## src/hw/rtl/ppm_pkg.sv

```systemverilog
// Shared types and constants for the PPM stream decoder.
`default_nettype none
package ppm_pkg;

  localparam int DIM_BITS = 16;

  typedef struct packed {
    logic [7:0] file_byte;
    logic       end_of_file;
  } ppm_in_t;

  typedef struct packed {
    logic [15:0] sample;
    logic        sample_valid;
    logic [1:0]  channel;
    logic        final_res;
    logic [2:0]  status;
    logic [15:0] image_width;
    logic [15:0] image_height;
    logic [15:0] max_value;
  } ppm_out_t;

  // Work handed from the parser to the scaling back end.
  typedef struct packed {
    logic [15:0] raw;
    logic        sample_valid;
    logic [1:0]  channel;
    logic        final_res;
    logic [2:0]  status;
    logic [15:0] image_width;
    logic [15:0] image_height;
    logic [15:0] max_value;
  } ppm_job_t;

  localparam logic [2:0] PH_MAGIC  = 3'd0;
  localparam logic [2:0] PH_WIDTH  = 3'd1;
  localparam logic [2:0] PH_HEIGHT = 3'd2;
  localparam logic [2:0] PH_MAXVAL = 3'd3;
  localparam logic [2:0] PH_P3     = 3'd4;
  localparam logic [2:0] PH_P6     = 3'd5;
  localparam logic [2:0] PH_DONE   = 3'd6;

  localparam logic [2:0] ST_OK       = 3'd0;
  localparam logic [2:0] ST_MAGIC    = 3'd1;
  localparam logic [2:0] ST_NUMBER   = 3'd2;
  localparam logic [2:0] ST_ZEROSIZE = 3'd3;
  localparam logic [2:0] ST_ZEROMAX  = 3'd4;
  localparam logic [2:0] ST_COUNT    = 3'd5;

  localparam logic [7:0] CH_HASH = 8'h23;
  localparam logic [7:0] CH_LF   = 8'h0A;
  localparam logic [16:0] NUM_SAT = 17'h10000;
  localparam logic [33:0] SEEN_MAX = {34{1'b1}};
  localparam logic [16:0] DIM_LIM = 17'((18'd1 << DIM_BITS) - 18'd1);

  localparam int QDEPTH = 2;

endpackage
`default_nettype wire

```

## src/hw/rtl/ppm_front.sv

```systemverilog
// Byte parser: header tokens, body samples and end-of-file checks.
`default_nettype none
module ppm_front (
  input  wire logic             clk,
  input  wire logic             rst_n,
  input  wire logic             in_push,
  output logic                  in_full,
  input  wire ppm_pkg::ppm_in_t in_data,
  output logic                  job_push,
  input  wire logic             job_full,
  output ppm_pkg::ppm_job_t     job_data
);
  import ppm_pkg::*;

  logic [2:0]  phase_r;
  logic        cmt_r, tok_r, bin_r;
  logic [16:0] mc_r, acc_r;
  logic [15:0] w_r, h_r, mv_r;
  logic [8:0]  hb_r;
  logic [1:0]  ch_r;
  logic [33:0] seen_r;
  logic [2:0]  err_r;

  logic [2:0]  phase_n;
  logic        cmt_n, tok_n, bin_n;
  logic [16:0] mc_n, acc_n;
  logic [15:0] w_n, h_n, mv_n;
  logic [8:0]  hb_n;
  logic [1:0]  ch_n;
  logic [33:0] seen_n;
  logic [2:0]  err_n;
  logic        emit;
  logic [15:0] ev;
  logic [1:0]  ech;

  logic [7:0] c;
  logic       eof, take;
  assign c = in_data.file_byte;
  assign eof = in_data.end_of_file;
  assign in_full = job_full;
  assign take = in_push && !job_full;

  function automatic logic is_ws(input logic [7:0] x);
    return x == 8'h20 || (x >= 8'd9 && x <= 8'd13);
  endfunction
  function automatic logic is_dig(input logic [7:0] x);
    return x >= 8'h30 && x <= 8'h39;
  endfunction
  function automatic logic [16:0] accum(input logic [16:0] a, input logic [7:0] x);
    logic [21:0] v;
    v = {2'b0, a, 3'b0} + {4'b0, a, 1'b0} + {14'b0, x - 8'h30};
    return (v > {5'b0, NUM_SAT}) ? NUM_SAT : v[16:0];
  endfunction

  logic [31:0] wh;
  logic [33:0] need;
  assign wh = 32'(w_r) * 32'(h_r);
  assign need = {2'b0, wh} + {1'b0, wh, 1'b0};

  always_comb begin
    logic [16:0] lim;
    logic        fin;
    phase_n = phase_r; cmt_n = cmt_r; tok_n = tok_r; bin_n = bin_r;
    mc_n = mc_r; acc_n = acc_r; w_n = w_r; h_n = h_r; mv_n = mv_r;
    hb_n = hb_r; ch_n = ch_r; seen_n = seen_r; err_n = err_r;
    emit = 1'b0; ev = '0; ech = '0; fin = 1'b0; lim = '0;
    if (phase_r <= PH_MAXVAL) begin
      if (cmt_r) begin
        if (c == CH_LF) cmt_n = 1'b0;
      end else if (c == CH_HASH) begin
        cmt_n = 1'b1;
      end else if (is_ws(c)) begin
        fin = tok_r;
      end else begin
        if (phase_r == PH_MAGIC) begin
          if (acc_r == 17'd0) mc_n = mc_r | {1'b0, c, 8'h00};
          else if (acc_r == 17'd1) mc_n = mc_r | {9'b0, c};
          else mc_n = mc_r | 17'h10000;
          if (acc_r < 17'd3) acc_n = acc_r + 17'd1;
        end else if (!mc_r[1]) begin
          if (is_dig(c)) begin
            acc_n = accum(acc_r, c); mc_n = mc_r | 17'd1;
          end else mc_n = mc_r | 17'd2;
        end
        tok_n = 1'b1;
      end
      if (take && eof && !fin && tok_n) fin = 1'b1;
    end else if (phase_r == PH_P3) begin
      if (cmt_r) begin
        if (c == CH_LF) begin cmt_n = 1'b0; mc_n = 17'd1; end
      end else if (tok_r && is_dig(c)) begin
        acc_n = accum(acc_r, c);
      end else begin
        if (tok_r) begin
          emit = 1'b1;
          ev = acc_r[16] ? 16'hFFFF : acc_r[15:0];
          tok_n = 1'b0; acc_n = '0;
        end
        if (is_ws(c)) begin
        end else if (is_dig(c)) begin
          acc_n = accum(17'd0, c); tok_n = 1'b1; mc_n = '0;
        end else if (c == CH_HASH && !mc_r[0]) begin
          cmt_n = 1'b1;
        end else phase_n = PH_DONE;
      end
      if (eof && tok_n && !emit) begin
        emit = 1'b1;
        ev = acc_n[16] ? 16'hFFFF : acc_n[15:0];
        tok_n = 1'b0;
      end
    end else if (phase_r == PH_P6) begin
      if (mv_r <= 16'd255) begin
        emit = 1'b1; ev = {8'h00, c};
      end else if (hb_r[8]) begin
        emit = 1'b1; ev = {hb_r[7:0], c}; hb_n = '0;
      end else hb_n = {1'b1, c};
    end
    if (fin) begin
      if (phase_r == PH_MAGIC) begin
        if (acc_n == 17'd2 && mc_n == 17'h05033) begin
          bin_n = 1'b0; phase_n = PH_WIDTH;
        end else if (acc_n == 17'd2 && mc_n == 17'h05036) begin
          bin_n = 1'b1; phase_n = PH_WIDTH;
        end else begin
          err_n = ST_MAGIC; phase_n = PH_DONE;
        end
      end else begin
        lim = (phase_r == PH_MAXVAL) ? 17'd65535 : DIM_LIM;
        if (!mc_n[0] || acc_n > lim) begin
          err_n = ST_NUMBER; phase_n = PH_DONE;
        end else if (phase_r == PH_WIDTH) begin
          w_n = acc_n[15:0]; phase_n = PH_HEIGHT;
        end else if (phase_r == PH_HEIGHT) begin
          h_n = acc_n[15:0]; phase_n = PH_MAXVAL;
        end else begin
          mv_n = acc_n[15:0];
          if (w_r == 16'd0 || h_r == 16'd0) begin
            err_n = ST_ZEROSIZE; phase_n = PH_DONE;
          end else if (acc_n[15:0] == 16'd0) begin
            err_n = ST_ZEROMAX; phase_n = PH_DONE;
          end else phase_n = bin_n ? PH_P6 : PH_P3;
        end
      end
      tok_n = 1'b0; mc_n = '0; acc_n = '0;
    end
    if (eof && phase_n <= PH_MAXVAL) begin
      err_n = ST_NUMBER; phase_n = PH_DONE;
    end
    if (emit) begin
      ech = ch_r;
      ch_n = (ch_r >= 2'd2) ? 2'd0 : ch_r + 2'd1;
      if (seen_r != SEEN_MAX) seen_n = seen_r + 34'd1;
    end
    if (eof && phase_n == PH_P6 && seen_n != need) err_n = ST_COUNT;
  end

  assign job_push = take && (emit || eof);
  always_comb begin
    job_data.raw = ev;
    job_data.sample_valid = emit;
    job_data.channel = ech;
    job_data.final_res = eof;
    job_data.status = err_n;
    job_data.image_width = w_n;
    job_data.image_height = h_n;
    job_data.max_value = mv_n;
  end

  always_ff @(posedge clk) begin
    if (!rst_n || (take && eof)) begin
      phase_r <= PH_MAGIC; cmt_r <= 1'b0; tok_r <= 1'b0; bin_r <= 1'b0;
      mc_r <= '0; acc_r <= '0; w_r <= '0; h_r <= '0; mv_r <= '0;
      hb_r <= '0; ch_r <= '0; seen_r <= '0; err_r <= ST_OK;
    end else if (take) begin
      phase_r <= phase_n; cmt_r <= cmt_n; tok_r <= tok_n; bin_r <= bin_n;
      mc_r <= mc_n; acc_r <= acc_n; w_r <= w_n; h_r <= h_n; mv_r <= mv_n;
      hb_r <= hb_n; ch_r <= ch_n; seen_r <= seen_n; err_r <= err_n;
    end
  end
endmodule
`default_nettype wire

```

## src/hw/rtl/ppm_queue.sv

```systemverilog
// Two-entry queue between parser and scaler.
`default_nettype none
module ppm_queue (
  input  wire logic              clk,
  input  wire logic              rst_n,
  input  wire logic              push,
  output logic                   full,
  input  wire ppm_pkg::ppm_job_t wdata,
  input  wire logic              pop,
  output logic                   empty,
  output ppm_pkg::ppm_job_t      rdata
);
  import ppm_pkg::*;

  ppm_job_t mem_r [QDEPTH];
  logic [$clog2(QDEPTH)-1:0] wp_r, rp_r;
  logic [$clog2(QDEPTH):0]   cnt_r;

  assign full  = cnt_r == ($clog2(QDEPTH)+1)'(QDEPTH);
  assign empty = cnt_r == '0;
  assign rdata = mem_r[rp_r];

  always_ff @(posedge clk) begin
    if (push && !full) mem_r[wp_r] <= wdata;
  end

  always_ff @(posedge clk) begin
    if (!rst_n) begin
      wp_r <= '0; rp_r <= '0; cnt_r <= '0;
    end else begin
      if (push && !full) wp_r <= wp_r + 1'b1;
      if (pop && !empty) rp_r <= rp_r + 1'b1;
      cnt_r <= cnt_r + ($clog2(QDEPTH)+1)'(push && !full)
                     - ($clog2(QDEPTH)+1)'(pop && !empty);
    end
  end
endmodule
`default_nettype wire

```

## src/hw/rtl/ppm_scale.sv

```systemverilog
// Scaler: sample*K/maxval with a radix-2 restoring divider, plus output register.
`default_nettype none
module ppm_scale (
  input  wire logic              clk,
  input  wire logic              rst_n,
  input  wire logic              job_empty,
  output logic                   job_pop,
  input  wire ppm_pkg::ppm_job_t job_data,
  output logic                   out_empty,
  input  wire logic              out_pop,
  output ppm_pkg::ppm_out_t      out_data
);
  import ppm_pkg::*;

  localparam logic [1:0] S_IDLE = 2'd0;
  localparam logic [1:0] S_MUL  = 2'd1;
  localparam logic [1:0] S_DIV  = 2'd2;

  logic [1:0]  st_r;
  logic [5:0]  cnt_r;
  logic [31:0] q_r;
  logic [15:0] rem_r;
  ppm_job_t    job_r;
  logic        ov_r;
  ppm_out_t    out_r;

  // Remainder stays below the divisor, so one extra bit holds the borrow.
  logic [17:0] trial;
  assign trial = {1'b0, rem_r, q_r[31]} - {2'b0, job_r.max_value};

  logic load_out;
  assign load_out = (st_r == S_DIV) && (cnt_r == 6'd32) && (!ov_r || out_pop);

  assign job_pop = (st_r == S_IDLE) && !job_empty;
  assign out_empty = !ov_r;
  assign out_data = out_r;

  always_ff @(posedge clk) begin
    if (!rst_n) begin
      st_r <= S_IDLE; ov_r <= 1'b0; cnt_r <= '0;
    end else begin
      if (load_out) ov_r <= 1'b1;
      else if (out_pop && ov_r) ov_r <= 1'b0;
      unique case (st_r)
        S_IDLE: if (!job_empty) begin
          job_r <= job_data;
          st_r <= S_MUL;
        end
        S_MUL: begin
          q_r <= 32'(job_r.raw) * ((job_r.max_value <= 16'd255) ? 32'd255 : 32'd65535);
          rem_r <= '0; cnt_r <= '0;
          st_r <= S_DIV;
        end
        S_DIV: begin
          if (cnt_r != 6'd32) begin
            if (!trial[17]) begin
              rem_r <= trial[15:0]; q_r <= {q_r[30:0], 1'b1};
            end else begin
              rem_r <= {rem_r[14:0], q_r[31]}; q_r <= {q_r[30:0], 1'b0};
            end
            cnt_r <= cnt_r + 6'd1;
          end else if (load_out) begin
            out_r.sample <= (job_r.sample_valid && job_r.max_value != 16'd0)
                            ? q_r[15:0] : 16'd0;
            out_r.sample_valid <= job_r.sample_valid;
            out_r.channel <= job_r.channel;
            out_r.final_res <= job_r.final_res;
            out_r.status <= job_r.status;
            out_r.image_width <= job_r.image_width;
            out_r.image_height <= job_r.image_height;
            out_r.max_value <= job_r.max_value;
            st_r <= S_IDLE;
          end
        end
        default: st_r <= S_IDLE;
      endcase
    end
  end
endmodule
`default_nettype wire

```

## src/hw/rtl/ppm_stream_decoder.sv

```systemverilog
// Top level of the PPM stream decoder.
`default_nettype none
// Decodes a P3 or P6 PPM file fed one byte per beat and returns a result for
// each color sample and one for the end-of-file byte, with status and header.
// The parser takes a byte per cycle into a two-entry queue while the queue has
// room; the scaler handles one result at a time (job load, one multiply step,
// 32 radix-2 divide steps and the output register load, which waits while an
// unread result still holds the output register) and takes no new job until
// it is done, while bytes that make no result pass one per cycle.
module ppm_stream_decoder (
  input  wire logic             clk,
  input  wire logic             rst_n,
  input  wire logic             in_push,
  output logic                  in_full,
  input  wire ppm_pkg::ppm_in_t in_data,
  output logic                  out_empty,
  input  wire logic             out_pop,
  output ppm_pkg::ppm_out_t     out_data
);
  import ppm_pkg::*;

  logic     jpush, jfull, jpop, jempty;
  ppm_job_t jw, jr;

  ppm_front u_front (
    .clk, .rst_n, .in_push, .in_full, .in_data,
    .job_push(jpush), .job_full(jfull), .job_data(jw)
  );
  ppm_queue u_queue (
    .clk, .rst_n, .push(jpush), .full(jfull), .wdata(jw),
    .pop(jpop), .empty(jempty), .rdata(jr)
  );
  ppm_scale u_scale (
    .clk, .rst_n, .job_empty(jempty), .job_pop(jpop), .job_data(jr),
    .out_empty, .out_pop, .out_data
  );

  a_no_push_full: assert property (@(posedge clk) disable iff (!rst_n)
    jfull |-> !(jpush && !jfull)) else $error("queue overrun");
  a_chan: assert property (@(posedge clk) disable iff (!rst_n)
    !out_empty |-> out_data.channel != 2'd3) else $error("bad channel");
  a_noval: assert property (@(posedge clk) disable iff (!rst_n)
    (!out_empty && !out_data.sample_valid) |-> out_data.final_res)
    else $error("empty result");
endmodule
`default_nettype wire

```

## config.mk

```make
export PLATFORM = sky130hd
export DESIGN_NAME = ppm_stream_decoder
export DESIGN_NICKNAME = d
export VERILOG_FILES = /design/src/hw/rtl/ppm_pkg.sv /design/src/hw/rtl/ppm_front.sv /design/src/hw/rtl/ppm_queue.sv /design/src/hw/rtl/ppm_scale.sv /design/src/hw/rtl/ppm_stream_decoder.sv
export SDC_FILE = /design/constraint.sdc
export NUM_CORES = 2
export LEC_CHECK = 0
export BUFFER_PORTS_ARGS = -buffer_cell sky130_fd_sc_hd__clkbuf_2
export CORE_MARGIN = 2
export CORE_UTILIZATION = 60
export CTS_BUF_LIST = sky130_fd_sc_hd__clkbuf_4 sky130_fd_sc_hd__clkbuf_8 sky130_fd_sc_hd__clkbuf_16
export DETAILED_ROUTE_END_ITERATION = 12
export HOLD_SLACK_MARGIN = 0.08
export PLACE_DENSITY_LB_ADDON = 0.15
export REMOVE_ABC_BUFFERS = 1
export SLEW_MARGIN = 10
export SYNTH_ARGS = -nofsm -noshare
export SYNTH_HDL_FRONTEND = slang
export SYNTH_SLANG_ARGS = --single-unit
```

## constraint.sdc

```tcl
create_clock -name clk -period 24.8 [get_ports clk]
set_input_delay 2.48 -clock clk [delete_from_list [all_inputs] [get_ports clk]]
set_output_delay 2.48 -clock clk [all_outputs]
set_load 0.01 [all_outputs]
```

==> flow_summary.ini <==
[outcome]
status = finished clean

[worst_setup_path]
critPathMostFrequentCell = fa_1
path_max_fanout = 19
slowest_stage = dfxtp_1
end_kind = register
startpoint_type = register
crit_type = reg2reg
cpPeakStageDelay_ns = 0.78
required_ns = 25.19
cp.arrival_ns = 9.97

[route]
routed_via_density = 5.892
first_pass_iters = 6
postRouteAntennaNets = 0
wl_um = 97700
via_count = 29360
drt_iter0_drc = 2539
drc = 0
routedWlPerCell_um = 19.61

[final_layout]
layout.cells.most_common = inv_1
final_util_pct = 65.49
syn_to_final_growth_pct = 7.640
fillCellCount = 5272
drive_above_1_share_pct = 9.104
antenna_cells = 0
final_cell_mix = inv_1 (517), fa_1 (338), edfxtp_1 (332)
nets = 4715

[clock_network]
cts_buffers = 54
clk_pin_slew_worst_paths_ns = 0.06
htree_num_levels = 2
cts_root_buf = clkbuf_16
clock_latency_ns = 0.65
cts.sinks = 481
postCtsSetupRepairBufs = 0
cts_tree = built
ctsHoldBuffers = 0
cts_resized = 0
clock_path_buffers = 3

[timing]
final.setup.tns_ns = 0
rsz0062_at_grt = false
timing.fmax_mhz = 104.4
tightest_slew_ns = 1.275
relSlewSlack_pct = 15.02
timing.final.max_slew_violations = 0
post-route-min-period_ns = 9.582
setup_violations = 0
fin_skew_ns = 0.06042
hold_viol_final = 0
timing.final.crit_share_pct = 38.64

[floorplan]
die-area_um2 = 68990
dieWidth_um = 262.7
ios = 86
coreArea_um2 = 65980
die_y_um = 262.7
initial_core_util_pct = 60.84
rows = 94

[synthesis]
syn_inst = 4079
syn_area_per_cell_um2 = 9.841
synth_area_um2 = 40140
async_reset_ff_share_pct = 0
yosys_most_used_dff = edfxtp_1
yosysUniqueCellTypes = 94
synth_area_leaders = edfxtp_1 (25%), fa_1 (17%), ha_1 (9.1%)
synth_area_leader_cell = edfxtp_1
synth_edf_count = 332
yosysWarnings = 0
synth_seq_cells = 481
synth_top_area_share_pct = 24.84
seq_area_frac_synth_pct = 32.27

[grt]
grt_pass1_wl_um = 158800
track_usage_pct = 28.72
antenna_found_initial = 1
grt_max_degree = 72
grt_pass1_vias = 29070
gr-total-overflow = 0

[run]
cap_violations = 0

[worst_hold_path]
holdCritPathClass = reg2reg

[placement]
port_buffers = 85
gp_congestion = 0.9676
hpwl_um = 73890
[sequential cells by signal (all words and copies together) (netlist names), 17 cells and up]
signal,flops
u_scale.job_r,71
u_scale.out_data,71
u_front.mc_r,17
u_front.acc_r,17
u_scale.q_r,32
u_queue.mem_r,142
u_front.seen_r,34
[cells in the mapped netlist (all sizes together) (7+ instances only)]
master   instances
inv            517
fa             338
edfxtp         332
nor2           320
and2           303
ha             291
nand2          234
a21oi          215
clkbuf         161
dfxtp          149
o21ai          128
xnor2          125
mux2           110
nor3            89
xor2            61
nand3           48
nor4            38
nor2b           37
nand4           36
and3            34
or3             34
a22oi           32
mux2i           32
a21o            30
a31oi           27
nand2b          25
o21a            24
a211oi          22
a21boi          21
buf             21
nor3b           20
o211ai          20
o31ai           16
or2             15
and4            14
o21bai          13
a32o            10
a32oi           10
o22ai           10
a211o            7
a221o            7
o2111ai          7
o211a            7
o31a             7
[routing by layer]
layer	up-vias	global-route usage, %	share of wire [%]
li1	13870	-	-
met1	14370	39.51	43
met2	929	46.15	46
met3	190	4.348	6.7
met4	0	10.97	4.1
met5	-	0	0
[metrics by stage]
stage	setup WS, ns	hold slack, ns	instance area (um^2)	instances
6_report	15.22	0.3829	43210	4983
5_1_grt	14.70	0.3796	43210	4983
4_1_cts	15.19	0.3800	43210	4983
3_5_place_dp	15.18	0.4056	41300	4881
3_3_place_gp	15.49	0.4030	41300	4881
2_1_floorplan	14.24	0.4003	39450	3897
[cells by family after synthesis]
kind of cell,after synthesis,share of synthesized area [%]
AND/OR/NAND/NOR,1278,16.55
AO/OA/AOI/OAI,664,10.73
multiplexers,142,3.884
flip-flops,481,32.27
XOR/XNOR,186,4.077
buffers and inverters,699,6.568
adder cells (fa/ha/maj),629,25.93
[critical path, delay by kind of cell (launching register included)]
kind                     cells  cell delay (ns)
adder cells (fa/ha/maj)      8             3.57
AND/OR/NAND/NOR              6             1.50
AO/OA/AOI/OAI               10             2.74
buffers and inverters        4             0.21
flip-flops                   1             0.78
XOR/XNOR                     3             0.55
[layout make-up]
type	instances	area, um^2	share of cell area, %
timing repair buffer	120	688.2	1.593
inverter	517	1941	4.491
multi-input combinational	2899	24630	57.01
clock inverter	35	429.2	0.9933
clock buffer	67	1479	3.423
sequential	481	12960	29.99
tap	864	1081	2.502
[path summary, 6_finish.rpt]
check / end / cells after the start / slack (ns) / from
setup / recovery: u_queue.mem_r[0][50] / 31 / 15.22 / u_front.w_r[10]
hold / removal: u_scale.out_data[40] / 0 / 0.38 / u_scale.job_r[40]
hold reg to reg: u_scale.out_data[40] / 0 / 0.38 / u_scale.job_r[40]
setup reg to reg: u_queue.mem_r[0][50] / 31 / 15.22 / u_front.w_r[10]
Power is not shown: default switching activity piles up to over one toggle a cycle in this logic, so the estimate is an artifact.
